<file path="config.mk">
export PLATFORM = sky130hd
export DESIGN_NAME = sprite_row_generator
export DESIGN_NICKNAME = d
export VERILOG_FILES = /design/src/rtl/srg_pkg.sv /design/src/rtl/srg_front.sv /design/src/rtl/srg_queue.sv /design/src/rtl/srg_back.sv /design/src/rtl/sprite_row_generator.sv
export SDC_FILE = /design/constraint.sdc
export NUM_CORES = 1
export LEC_CHECK = 0
export BUFFER_PORTS_ARGS = -buffer_cell sky130_fd_sc_hd__buf_2
export CORE_UTILIZATION = 55
export CTS_BUF_LIST = sky130_fd_sc_hd__clkbuf_8
export DETAILED_ROUTE_END_ITERATION = 10
export HOLD_SLACK_MARGIN = 0.03
export PLACE_DENSITY = 0.79
export SLEW_MARGIN = 20
export SYNTH_ARGS = -nofsm -noshare
export SYNTH_HDL_FRONTEND = slang
export SYNTH_SLANG_ARGS = --single-unit
</file>
<file path="constraint.sdc">
create_clock -name clk -period 4.1 [get_ports clk]
set_input_delay 0 -clock clk [delete_from_list [all_inputs] [get_ports clk]]
set_output_delay 0 -clock clk [all_outputs]
set_load 0.01 [all_outputs]
</file>
<file path="src/rtl/srg_pkg.sv">
package srg_pkg;

	// configuration port
	localparam int CFG_IDX_W  = 2;
	localparam int CFG_DATA_W = 16;
	localparam logic [CFG_IDX_W-1:0] CFG_TILE_BANK   = 2'd0;
	localparam logic [CFG_IDX_W-1:0] CFG_FLIP_SCREEN = 2'd1;
	localparam logic [CFG_IDX_W-1:0] CFG_SCR_WIDTH   = 2'd2;
	localparam logic [CFG_IDX_W-1:0] CFG_SCR_HEIGHT  = 2'd3;

	localparam logic [10:0] SCR_WIDTH_RST  = 11'd320;
	localparam logic [10:0] SCR_HEIGHT_RST = 11'd240;

	// descriptor queue depth between decode and row sequencer
	localparam int QUEUE_DEPTH = 2;

	// priority codes and their masks
	localparam logic [1:0] PRI_0 = 2'd0;
	localparam logic [1:0] PRI_1 = 2'd1;
	localparam logic [1:0] PRI_2 = 2'd2;
	localparam logic [1:0] PRI_3 = 2'd3;
	localparam logic [7:0] PRI_MASK_0 = 8'h00;
	localparam logic [7:0] PRI_MASK_1 = 8'hf0;
	localparam logic [7:0] PRI_MASK_2 = 8'hf0 | 8'hcc;
	localparam logic [7:0] PRI_MASK_3 = 8'hf0 | 8'hcc | 8'haa;

	localparam logic [7:0] ZOOM_FULL = 8'd128;

	// decoded sprite, one per visible list entry
	typedef struct packed {
		logic [18:0] code;
		logic [11:0] sx;
		logic [11:0] sy;
		logic [4:0]  xnum;
		logic [3:0]  ylast;
		logic        fx;
		logic        fy;
		logic [5:0]  color;
		logic [7:0]  pri;
		logic [7:0]  xzoom;
		logic [7:0]  yzoom;
	} srg_desc_t;

	// draw scale: 512 * (zoom + 8)
	function automatic logic [16:0] scale_of(input logic [7:0] zoom);
		logic [8:0] z8;
		z8 = {1'b0, zoom} + 9'd8;
		return 17'({z8, 9'b0});
	endfunction

endpackage

</file>
<file path="src/rtl/srg_front.sv">
module srg_front (
	input  logic                          clk,
	input  logic                          arst_n,
	input  logic                          cfg_we,
	input  logic [srg_pkg::CFG_IDX_W-1:0] cfg_index,
	input  logic [srg_pkg::CFG_DATA_W-1:0] cfg_data,
	input  logic                          in_valid,
	output logic                          in_ready,
	input  logic [15:0]                   x_word,
	input  logic [15:0]                   y_word,
	input  logic [15:0]                   attr_word,
	input  logic [15:0]                   code_word,
	output logic                          push,
	input  logic                          push_ready,
	output srg_pkg::srg_desc_t            push_desc
);

	logic [15:0] tile_bank_q;
	logic        flip_screen_q;
	logic [10:0] scr_width_q;
	logic [10:0] scr_height_q;

	// configuration registers
	always_ff @(posedge clk or negedge arst_n) begin
		if (!arst_n) begin
			tile_bank_q   <= '0;
			flip_screen_q <= 1'b0;
			scr_width_q   <= srg_pkg::SCR_WIDTH_RST;
			scr_height_q  <= srg_pkg::SCR_HEIGHT_RST;
		end else if (cfg_we) begin
			unique case (cfg_index)
				srg_pkg::CFG_TILE_BANK:   tile_bank_q   <= cfg_data;
				srg_pkg::CFG_FLIP_SCREEN: flip_screen_q <= cfg_data[0];
				srg_pkg::CFG_SCR_WIDTH:   scr_width_q   <= cfg_data[10:0];
				srg_pkg::CFG_SCR_HEIGHT:  scr_height_q  <= cfg_data[10:0];
				default: ;
			endcase
		end
	end

	logic        hide;
	logic [1:0]  sel;
	logic [3:0]  bank;
	logic [4:0]  xnum;
	logic [4:0]  ynum;
	logic [11:0] sx_raw;
	logic [11:0] sy_raw;
	logic [7:0]  pri;

	// decode the list entry
	always_comb begin
		hide   = x_word[10];
		sel    = code_word[15:14];
		bank   = tile_bank_q[{sel, 2'b00} +: 4];
		xnum   = {1'b0, x_word[15:12]} + 5'd1;
		ynum   = {1'b0, y_word[15:12]} + 5'd1;
		sx_raw = {{2{x_word[9]}}, x_word[9:0]};
		sy_raw = {{2{y_word[9]}}, y_word[9:0]};
		unique case (attr_word[7:6])
			srg_pkg::PRI_3: pri = srg_pkg::PRI_MASK_3;
			srg_pkg::PRI_2: pri = srg_pkg::PRI_MASK_2;
			srg_pkg::PRI_1: pri = srg_pkg::PRI_MASK_1;
			default:        pri = srg_pkg::PRI_MASK_0;
		endcase

		push_desc.code  = {1'b0, bank, code_word[13:0]};
		push_desc.xnum  = xnum;
		push_desc.ylast = y_word[15:12];
		push_desc.color = attr_word[5:0];
		push_desc.pri   = pri;
		push_desc.xzoom = srg_pkg::ZOOM_FULL - {2'b00, attr_word[15:12], 2'b00};
		push_desc.yzoom = srg_pkg::ZOOM_FULL - {2'b00, attr_word[11:8], 2'b00};
		// flip-screen mirrors the origin against the screen size and inverts the flip bits
		if (flip_screen_q) begin
			push_desc.fx = ~x_word[11];
			push_desc.fy = ~y_word[11];
			push_desc.sx = {1'b0, scr_width_q} - sx_raw - {3'b000, xnum, 4'b0000};
			push_desc.sy = {1'b0, scr_height_q} - sy_raw - {3'b000, ynum, 4'b0000};
		end else begin
			push_desc.fx = x_word[11];
			push_desc.fy = y_word[11];
			push_desc.sx = sx_raw;
			push_desc.sy = sy_raw;
		end
	end

	// hidden sprites are taken and dropped
	assign in_ready = push_ready;
	assign push     = in_valid && push_ready && !hide;

endmodule

</file>
<file path="src/rtl/srg_queue.sv">
module srg_queue #(
	parameter int Depth = srg_pkg::QUEUE_DEPTH
) (
	input  logic               clk,
	input  logic               arst_n,
	input  logic               wr_en,
	output logic               wr_ready,
	input  srg_pkg::srg_desc_t wr_desc,
	output logic               rd_valid,
	input  logic               rd_ready,
	output srg_pkg::srg_desc_t rd_desc
);

	localparam int PtrW = (Depth > 1) ? $clog2(Depth) : 1;
	localparam int CntW = $clog2(Depth + 1);

	srg_pkg::srg_desc_t slot_q [Depth];
	logic [PtrW-1:0] wr_ptr_q;
	logic [PtrW-1:0] rd_ptr_q;
	logic [CntW-1:0] count_q;
	logic            do_wr;
	logic            do_rd;

	assign wr_ready = count_q != CntW'(Depth);
	assign rd_valid = count_q != '0;
	assign rd_desc  = slot_q[rd_ptr_q];
	assign do_wr    = wr_en && wr_ready;
	assign do_rd    = rd_valid && rd_ready;

	// storage
	always_ff @(posedge clk) begin
		if (do_wr) begin
			slot_q[wr_ptr_q] <= wr_desc;
		end
	end

	// pointers and fill count
	always_ff @(posedge clk or negedge arst_n) begin
		if (!arst_n) begin
			wr_ptr_q <= '0;
			rd_ptr_q <= '0;
			count_q  <= '0;
		end else begin
			if (do_wr) begin
				wr_ptr_q <= (wr_ptr_q == PtrW'(Depth - 1)) ? '0 : wr_ptr_q + 1'b1;
			end
			if (do_rd) begin
				rd_ptr_q <= (rd_ptr_q == PtrW'(Depth - 1)) ? '0 : rd_ptr_q + 1'b1;
			end
			if (do_wr && !do_rd) begin
				count_q <= count_q + 1'b1;
			end else if (do_rd && !do_wr) begin
				count_q <= count_q - 1'b1;
			end
		end
	end

endmodule

</file>
<file path="src/rtl/srg_back.sv">
module srg_back (
	input  logic               clk,
	input  logic               arst_n,
	input  logic               q_valid,
	output logic               q_ready,
	input  srg_pkg::srg_desc_t q_desc,
	output logic               out_valid,
	input  logic               out_ready,
	output logic [18:0]        row_code,
	output logic signed [11:0] row_y,
	output logic signed [11:0] x_origin,
	output logic [4:0]         tiles_across,
	output logic               flip_x,
	output logic               flip_y,
	output logic [5:0]         color,
	output logic [7:0]         priority_mask,
	output logic [7:0]         x_zoom,
	output logic [16:0]        scale_x,
	output logic [16:0]        scale_y,
	output logic               last_row
);

	logic               busy_q;
	srg_pkg::srg_desc_t desc_q;
	logic [3:0]         k_q;
	logic [3:0]         y_q;
	logic [18:0]        code_q;
	logic               out_valid_q;

	logic        load;
	logic        last;
	logic        pop;
	logic [11:0] yprod;

	// a row moves to the output register when it is empty or being drained
	assign load    = busy_q && (!out_valid_q || out_ready);
	assign last    = k_q == desc_q.ylast;
	assign q_ready = !busy_q || (load && last);
	assign pop     = q_valid && q_ready;
	assign yprod   = y_q * desc_q.yzoom;

	// row sequencer
	always_ff @(posedge clk or negedge arst_n) begin
		if (!arst_n) begin
			busy_q <= 1'b0;
		end else if (pop) begin
			busy_q <= 1'b1;
		end else if (load && last) begin
			busy_q <= 1'b0;
		end
	end

	always_ff @(posedge clk) begin
		if (pop) begin
			desc_q <= q_desc;
			k_q    <= '0;
			y_q    <= q_desc.fy ? q_desc.ylast : '0;
			code_q <= q_desc.code;
		end else if (load) begin
			k_q    <= k_q + 1'b1;
			y_q    <= desc_q.fy ? y_q - 1'b1 : y_q + 1'b1;
			code_q <= code_q + {14'b0, desc_q.xnum};
		end
	end

	// output register
	always_ff @(posedge clk or negedge arst_n) begin
		if (!arst_n) begin
			out_valid_q <= 1'b0;
		end else if (load) begin
			out_valid_q <= 1'b1;
		end else if (out_ready) begin
			out_valid_q <= 1'b0;
		end
	end

	always_ff @(posedge clk) begin
		if (load) begin
			row_code      <= code_q;
			row_y         <= desc_q.sy + {3'b000, yprod[11:3]};
			x_origin      <= desc_q.sx;
			tiles_across  <= desc_q.xnum;
			flip_x        <= desc_q.fx;
			flip_y        <= desc_q.fy;
			color         <= desc_q.color;
			priority_mask <= desc_q.pri;
			x_zoom        <= desc_q.xzoom;
			scale_x       <= srg_pkg::scale_of(desc_q.xzoom);
			scale_y       <= srg_pkg::scale_of(desc_q.yzoom);
			last_row      <= last;
		end
	end

	assign out_valid = out_valid_q;

endmodule

</file>
<file path="src/rtl/sprite_row_generator.sv">
// Channel | Direction | Handshake             | Beat
// cfg     | in        | cfg_we                | cfg_index, cfg_data (one register)
// in      | in        | in_valid / in_ready   | x_word, y_word, attr_word, code_word
// out     | out       | out_valid / out_ready | one tile row of a sprite
//
// The decode front takes one list entry per cycle while the descriptor queue
// has room; hidden entries are taken and dropped there.
// The row sequencer emits one row per cycle while out_ready is high and a
// descriptor is queued, so a sprite yields tiles-down rows (1..16); the queue lets decode run ahead.
// Each entry passes through a queue slot, the sequencer descriptor register and the output register.
// Reset clears the queue, the sequencer and the output valid, and loads the
// configuration reset values (bank 0, no flip, 320 x 240).
module sprite_row_generator #(
	parameter int QueueDepth = srg_pkg::QUEUE_DEPTH
) (
	input  logic                           clk,
	input  logic                           arst_n,
	input  logic                           cfg_we,
	input  logic [srg_pkg::CFG_IDX_W-1:0]  cfg_index,
	input  logic [srg_pkg::CFG_DATA_W-1:0] cfg_data,
	input  logic                           in_valid,
	output logic                           in_ready,
	input  logic [15:0]                    x_word,
	input  logic [15:0]                    y_word,
	input  logic [15:0]                    attr_word,
	input  logic [15:0]                    code_word,
	output logic                           out_valid,
	input  logic                           out_ready,
	output logic [18:0]                    row_code,
	output logic signed [11:0]             row_y,
	output logic signed [11:0]             x_origin,
	output logic [4:0]                     tiles_across,
	output logic                           flip_x,
	output logic                           flip_y,
	output logic [5:0]                     color,
	output logic [7:0]                     priority_mask,
	output logic [7:0]                     x_zoom,
	output logic [16:0]                    scale_x,
	output logic [16:0]                    scale_y,
	output logic                           last_row
);

	logic               push;
	logic               push_ready;
	srg_pkg::srg_desc_t push_desc;
	logic               q_valid;
	logic               q_ready;
	srg_pkg::srg_desc_t q_desc;

	// decode and configuration
	srg_front u_front (
		.clk        (clk),
		.arst_n     (arst_n),
		.cfg_we     (cfg_we),
		.cfg_index  (cfg_index),
		.cfg_data   (cfg_data),
		.in_valid   (in_valid),
		.in_ready   (in_ready),
		.x_word     (x_word),
		.y_word     (y_word),
		.attr_word  (attr_word),
		.code_word  (code_word),
		.push       (push),
		.push_ready (push_ready),
		.push_desc  (push_desc)
	);

	// descriptor queue
	srg_queue #(
		.Depth (QueueDepth)
	) u_queue (
		.clk      (clk),
		.arst_n   (arst_n),
		.wr_en    (push),
		.wr_ready (push_ready),
		.wr_desc  (push_desc),
		.rd_valid (q_valid),
		.rd_ready (q_ready),
		.rd_desc  (q_desc)
	);

	// row sequencer and output register
	srg_back u_back (
		.clk           (clk),
		.arst_n        (arst_n),
		.q_valid       (q_valid),
		.q_ready       (q_ready),
		.q_desc        (q_desc),
		.out_valid     (out_valid),
		.out_ready     (out_ready),
		.row_code      (row_code),
		.row_y         (row_y),
		.x_origin      (x_origin),
		.tiles_across  (tiles_across),
		.flip_x        (flip_x),
		.flip_y        (flip_y),
		.color         (color),
		.priority_mask (priority_mask),
		.x_zoom        (x_zoom),
		.scale_x       (scale_x),
		.scale_y       (scale_y),
		.last_row      (last_row)
	);

endmodule

</file>
# [Word-level counts from Yosys, hierarchy flattened]
# Memories as Yosys holds them, arrays and structs flattened.
# Cells that the tools add are included.
[classes] n_addsub=19 mul=1 div=0 order_cmp=0 n_eq_ne=8 shift=1 n_mux=19 bitwise=2 reduce_logical=25
[op_table] operator="19-bit 2-to-1 mux" n=2
[op_table] operator="24-bit 2-to-1 mux" n=1
[op_table] operator="8-bit one-hot mux with 3 select lines" n=1
[op_table] operator="11-bit by 12-bit subtractor with 12-bit output" n=2
[op_table] operator="12-bit by 9-bit subtractor with 12-bit output" n=2
[op_table] operator="19-bit by 5-bit adder with 19-bit output" n=1
[op_table] operator="8-bit by 4-bit adder with 8-bit output (second input constant)" n=2
[op_table] operator="4-bit 2-to-1 mux" n=4
[op_table] operator="16-bit by 5-bit indexed part select with 4-bit output" n=1
[op_table] operator="8-bit by 6-bit subtractor with 8-bit output (first input constant)" n=2
[op_table] operator="12-bit by 9-bit adder with 12-bit output" n=1
[op_table] operator="4-bit by 8-bit multiplier with 12-bit output" n=1
[op_table] operator="4-bit by 1-bit adder with 5-bit output (second input constant)" n=2
[op_table] operator="2-bit nonzero test" n=5
[op_table] operator="4-bit by 1-bit adder with 4-bit output (second input constant)" n=2
[op_table] operator="2-bit equality test (second input constant)" n=4
[op_table] operator="1-bit logical AND" n=8
[op_table] operator="1-bit 2-to-1 mux" n=8
[op_table] operator="2-bit AND reduction" n=4
[op_table] operator="2-bit 2-to-1 mux" n=3
[op_table] operator="1-bit zero test" n=5
[op_table] operator="2-bit by 1-bit equality test with 1-bit output (second input constant)" n=2
[op_table] operator="4-bit equality test" n=1
[op_table] operator="4-bit by 1-bit subtractor with 4-bit output (second input constant)" n=1
[op_table] operator="7 further kinds" n=10
[totals] reg_bits=226 latchBits=0 mem_bits_rw=166 romBits=0 input_bits=87 output_inout_bits=109 elab_cells=110 n_memories=1
[memory_table] memory="u_queue.slot_q" words=2 width=83 rd=1 rd_clocked_by_memory_dff=0 write_ports=1 line="srg_queue.sv:17" source="srg_pkg::srg_desc_t slot_q [Depth];"

# [Depth between registers and ports, before layout]
[depth] ltp_word=9 depth_mapped=18 ltp_nobuf=18

# [Modules after synthesis]
# Synthesis repeated with hierarchy kept, for this count alone.
[hier_totals] cells_unflattened=1201 hier_area_um2=17943.5
[modules_own_cells] mod="srg_back" n_inst=1 cells_per_inst=536 area_per_inst_um2=7976.4 seq_area_each_um2=5355.1
[modules_own_cells] mod="srg_queue" n_inst=1 cells_per_inst=279 area_per_inst_um2=6263.5 seq_area_each_um2=5144.9
[modules_own_cells] mod="srg_front" n_inst=1 cells_per_inst=386 area_per_inst_um2=3703.6 seq_area_each_um2=983.4

# [Least setup slack after synthesis]
# No wires, ideal clock.
[synth_timing] kind="register to register" from="register u_queue.count_q[0]" to="memory u_queue.slot_q[0][10] in the netlist's numbering, enable pin" setup_ns=0.507 t_arrival_ns=3.857 required_time_ns=3.593 setup_slack_ns=-0.263 path_stages_with_launch=4 path_buffers=0 period_less_slack_ns=4.363 cell_sequence="dfrtp_1 nand2b_1 nand3b_1 nor2_1"
[synth_via] elab_chain_cells=6
[synth_lines] item="start: declaration" line="srg_queue.sv:20" source="logic [CntW-1:0] count_q;"
[synth_lines] item="start signal: assignment" line="srg_queue.sv:51" source="count_q <= count_q + 1'b1;"
[synth_lines] item="start signal: assignment" line="srg_queue.sv:53" source="count_q <= count_q - 1'b1;"
[synth_lines] item="2-bit != test *" line="srg_queue.sv:24" source="assign wr_ready = count_q != CntW'(Depth);"
[synth_lines] item="via in_ready" line="sprite_row_generator.sv:22" source="output logic in_ready,"
[synth_lines] item="1-bit logical AND (2 in series)" line="srg_front.sv:89" source="assign push = in_valid && push_ready && !hide;"
[synth_lines] item="1-bit logical AND *" line="srg_queue.sv:27" source="assign do_wr = wr_en && wr_ready;"
[synth_lines] item="1-bit 2-to-1 mux *" line="srg_queue.sv:32" source="if (do_wr) begin"
[synth_lines] item="1-bit 2-to-1 mux (not written as such) *" line="srg_queue.sv:33" source="slot_q[wr_ptr_q] <= wr_desc;"
[synth_lines] item="end: declaration" line="srg_queue.sv:17"
# Mark *: on every way through the listed nets, which the timed path passes. The rest lies on a longest branch.

# [Worst setup path in the final report]
[layout_timing] from="register u_back.y_q[3]" to="register u_back.row_y[10], data pin"
[layout_via] elab_chain_cells=2
[layout_lines] item="start: declaration" line="srg_back.sv:26" source="logic [3:0] y_q;"
[layout_lines] item="start signal: assignment" line="srg_back.sv:57" source="y_q <= q_desc.fy ? q_desc.ylast : '0;"
[layout_lines] item="start signal: assignment" line="srg_back.sv:61" source="y_q <= desc_q.fy ? y_q - 1'b1 : y_q + 1'b1;"
[layout_lines] item="4-bit by 8-bit multiplier with 12-bit output" line="srg_back.sv:40" source="assign yprod = y_q * desc_q.yzoom;"
[layout_lines] item="12-bit by 9-bit adder with 12-bit output" line="srg_back.sv:80" source="row_y <= desc_q.sy + {3'b000, yprod[11:3]};"
[layout_lines] item="end signal: assignment" line="srg_back.sv:80"
[layout_lines] item="end: declaration" line="srg_back.sv:10" source="output logic signed [11:0] row_y,"
# Every way passes these cells.
# A chain may end at the register's enable or synchronous reset.

==> run summary <==
Maximum clock frequency = 245 MHz
Htree depth = 2
CP required = 4.43 ns
Number of nets in the layout = 1595
Routed len/inst = 17.7 um
GRT Total Usage = 21.9%
Syn Inst Count = 1090
DR vias = 9716
Die area = 30200 sq um
Synth Cell Area = 16200 sq um
Antenna Violating Nets Remaining = 0
CP endpoint kind = register
Status = completed
Top cell type's share of synthesized area = 56.2%
Ranking of synthesized cells by area = edfxtp_1 (56%), mux2_2 (7.4%), dfrtp_1 (6.0%)
Commonest cells in the netlist = edfxtp_1 (304), mux2_2 (106), inv_1 (85)
# Max-Cap Violations = 0
Multi-input logic area = 5430 sq um
Final Skew = 0.0171 ns
HPWL after detailed placement = 21000 um
TritonCTS clock tree = yes
Crit Path Category = register to register
Via density = 5.27
Core area = 28900 sq um
Area delta synth->final = 21.1%
FFs w/ async S/R, synth = 12.7%
I/O Pins = 196
CTS Buf Count = 55
Clock-pin slew on the worst setup and hold paths = 0.06 ns
Slew Limit Fails = 0
Final global-route overflow total = 0
Tightest Hold Check Type = primary input to asynchronous set/reset pin
Share of layout cells above drive strength 1 = 28.5%
Top FF cell, synth = edfxtp_1
Unrepaired setup endpoints after global routing = yes
DR iter-0 viols = 575
Reg area = 10300 sq um
Placement Cell Area = 17500 sq um
Largest net degree at the start of global routing = 85
Clk buf depth = 3
Avg Inst Size Synth = 14.9 sq um
First-pass iteration count of the detailed router = 5
Final period util = 99.4%
Final Hold Fails = 0
Post-route design area = 19700 sq um
Post-synthesis register bit count = 353
Clock Latency Late Sink = 0.58 ns
Post-synthesis sequential area ratio = 63.7%
Global-route wire length before repair = 51800 um
Fin crit period = 4.08 ns
Clock Sinks = 353
Detailed-route DRC error count = 0
P_leak = 7.89 nW
Synthesis warning total = 0
Initial Util = 56.2%
Most frequent cell after synthesis = edfxtp_1
Port Buffers = 169
Filler instances = 2034
Worst Path Max Fanout = 4
RePlAce Congestion = 0.865
Peak VDD IR = 0.000528 V
Ant. Diodes = 0
Via count of the first global-routing pass = 10.1k
Power density cells = 661 nW/um^2
Synth area leader = edfxtp_1
Die W = 174 um
Setup tns final = 0 ns
Worst slew margin relative to its limit = 41.9%
Die span in y = 174 um
Worst-Margin Slew = 0.872 ns
Crit path DAT = 4.41 ns
Root Driver = clkbuf_8
Number of flops mapped to enable cells by yosys = 304
Setup-failing EPs final = 0
Post-Route WL = 32600 um
Initial antenna violation count = 0
Row cnt = 62
Startpoint types = register
Yosys cell types = 63
placed cells by master (no fill, tap or decap), types with 6 or more instances in the layout:
master,Yosys,final
a21o_1,11,11
a21oi_1,34,32
a31oi_1,9,8
and2_1,20,17
buf_2,12,168
buf_4,32,26
clkbuf_8,0,57
clkinv_1,0,9
clkinv_2,0,11
conb_1,1,25
dfrtp_1,39,38
dfstp_2,6,6
dlygate4sd3_1,0,99
edfxtp_1,304,304
fa_1,23,22
ha_1,71,68
inv_1,85,110
mux2_2,106,106
mux2i_1,29,29
nand2_1,35,33
nand2b_1,11,11
nand3_1,17,17
nor2_1,44,42
o211ai_1,7,7
o21ai_0,26,24
xnor2_1,39,39
xor2_1,33,33
what timing repair did:
item | CTS | global route
hold buffers | 99 | 0
gates resized for setup | 11 | 6
hold endpoints to repair | 229 | 0
gates cloned | 0 | 0
buffers inserted | 3 | 2
setup endpoints to repair | 3 | 4
pin swaps | 14 | 10
logic make-up after synthesis:
logic type | count (synthesis) | synth area share [%]
mux | 140 | 9.79
fa+ha+maj | 94 | 8.31
buf+inv | 138 | 4.02
flops | 353 | 63.7
simple gates | 170 | 5.36
other cells | 1 | 0.0231
xor+xnor | 72 | 3.89
compound gates | 122 | 4.89
per-layer routing:
metal / global-route usage [%] / vias up / routed length, um
li1: - / 4601 / -
met1: 28.4 / 4727 / 13700
met2: 37.4 / 313 / 16100
met3: 3.46 / 75 / 1700
met4: 8.11 / 0 / 1000
met5: 0 / - / 0
cell type report:
cell class / instances / share of cell area [%]
flip-flops and latches: 353 / 52.6
repair buffers: 295 / 10.5
multi-input cells: 623 / 27.6
well taps: 384 / 2.44
clock buffers: 57 / 3.99
clock inverters: 47 / 1.14
inverters: 86 / 1.65
report_power, final:
group / internal (mW) / leakage, nW / switching [mW] / total [mW]
combinational: 2.32 / 3.89 / 2.51 / 4.83
clock: 1.36 / 0.615 / 1.35 / 2.70
sequential: 4.98 / 3.38 / 0.469 / 5.45
total: 8.66 / 7.89 / 4.33 / 13.0
sequential cells by signal, indices dropped and copies added (netlist names), 2 cells and up:
register / flops
u_back.code_q: 19
u_back.color: 6
u_back.scale_y: 6
u_back.row_y: 12
u_back.desc_q: 56
u_queue.count_q: 2
u_back.tiles_across: 5
u_queue.slot_q: 148
u_back.priority_mask: 3
u_back.scale_x: 5
u_front.tile_bank_q: 16
u_back.row_code: 19
u_back.x_origin: 12
u_back.y_q: 4
u_front.scr_height_q: 11
u_back.x_zoom: 6
u_back.k_q: 4
u_front.scr_width_q: 11
stage by stage:
step | total power, mW | instances | util (%) | hold slack [ns] | setup slack [ns]
final | 13.0 | 1845 | 68.1 | 0.00636 | 0.0236
after global routing | 13.8 | 1845 | 68.1 | 0.0354 | -0.155
after CTS | 12.9 | 1843 | 67.9 | 0.0370 | -0.0401
after detailed placement | 9.98 | 1637 | 60.8 | 0.193 | -0.110
after global placement | 9.79 | 1637 | 60.8 | 0.188 | -0.00925
after floorplan | 8.73 | 1114 | - | -0.296 | 0.0417
critical path, cell delays in order, from the launching register on:
cell and delay, ns:
edfxtp_1 0.40, nand2_1 0.09, fa_1 0.51, fa_1 0.52, inv_1 0.06, ha_1 0.29
a21o_1 0.18, a211oi_2 0.25, nor2_2 0.07, o41ai_2 0.23, xnor2_1 0.21, ha_1 0.31
a21oi_2 0.15, nor3b_1 0.06, a31oi_1 0.14, o21ai_1 0.08, a311o_1 0.27
final timing paths:
kind / start / slack [ns] / cells past startpoint / to
hold reg to reg: u_back.desc_q[59] / 0.41 / 0 / u_back.x_origin[6]
setup / recovery: u_back.y_q[3] / 0.02 / 16 / u_back.row_y[10]
setup reg to reg: u_back.y_q[3] / 0.02 / 16 / u_back.row_y[10]
hold / removal: arst_n / 0.006 / 2 / u_front.tile_bank_q[12]
max in group asynchronous: arst_n / 3.62 / 2 / u_queue.rd_ptr_q
min in group clk: cfg_we / 0.04 / 3 / u_front.tile_bank_q[4]
Note: power is estimated with default switching activity, not from simulation.
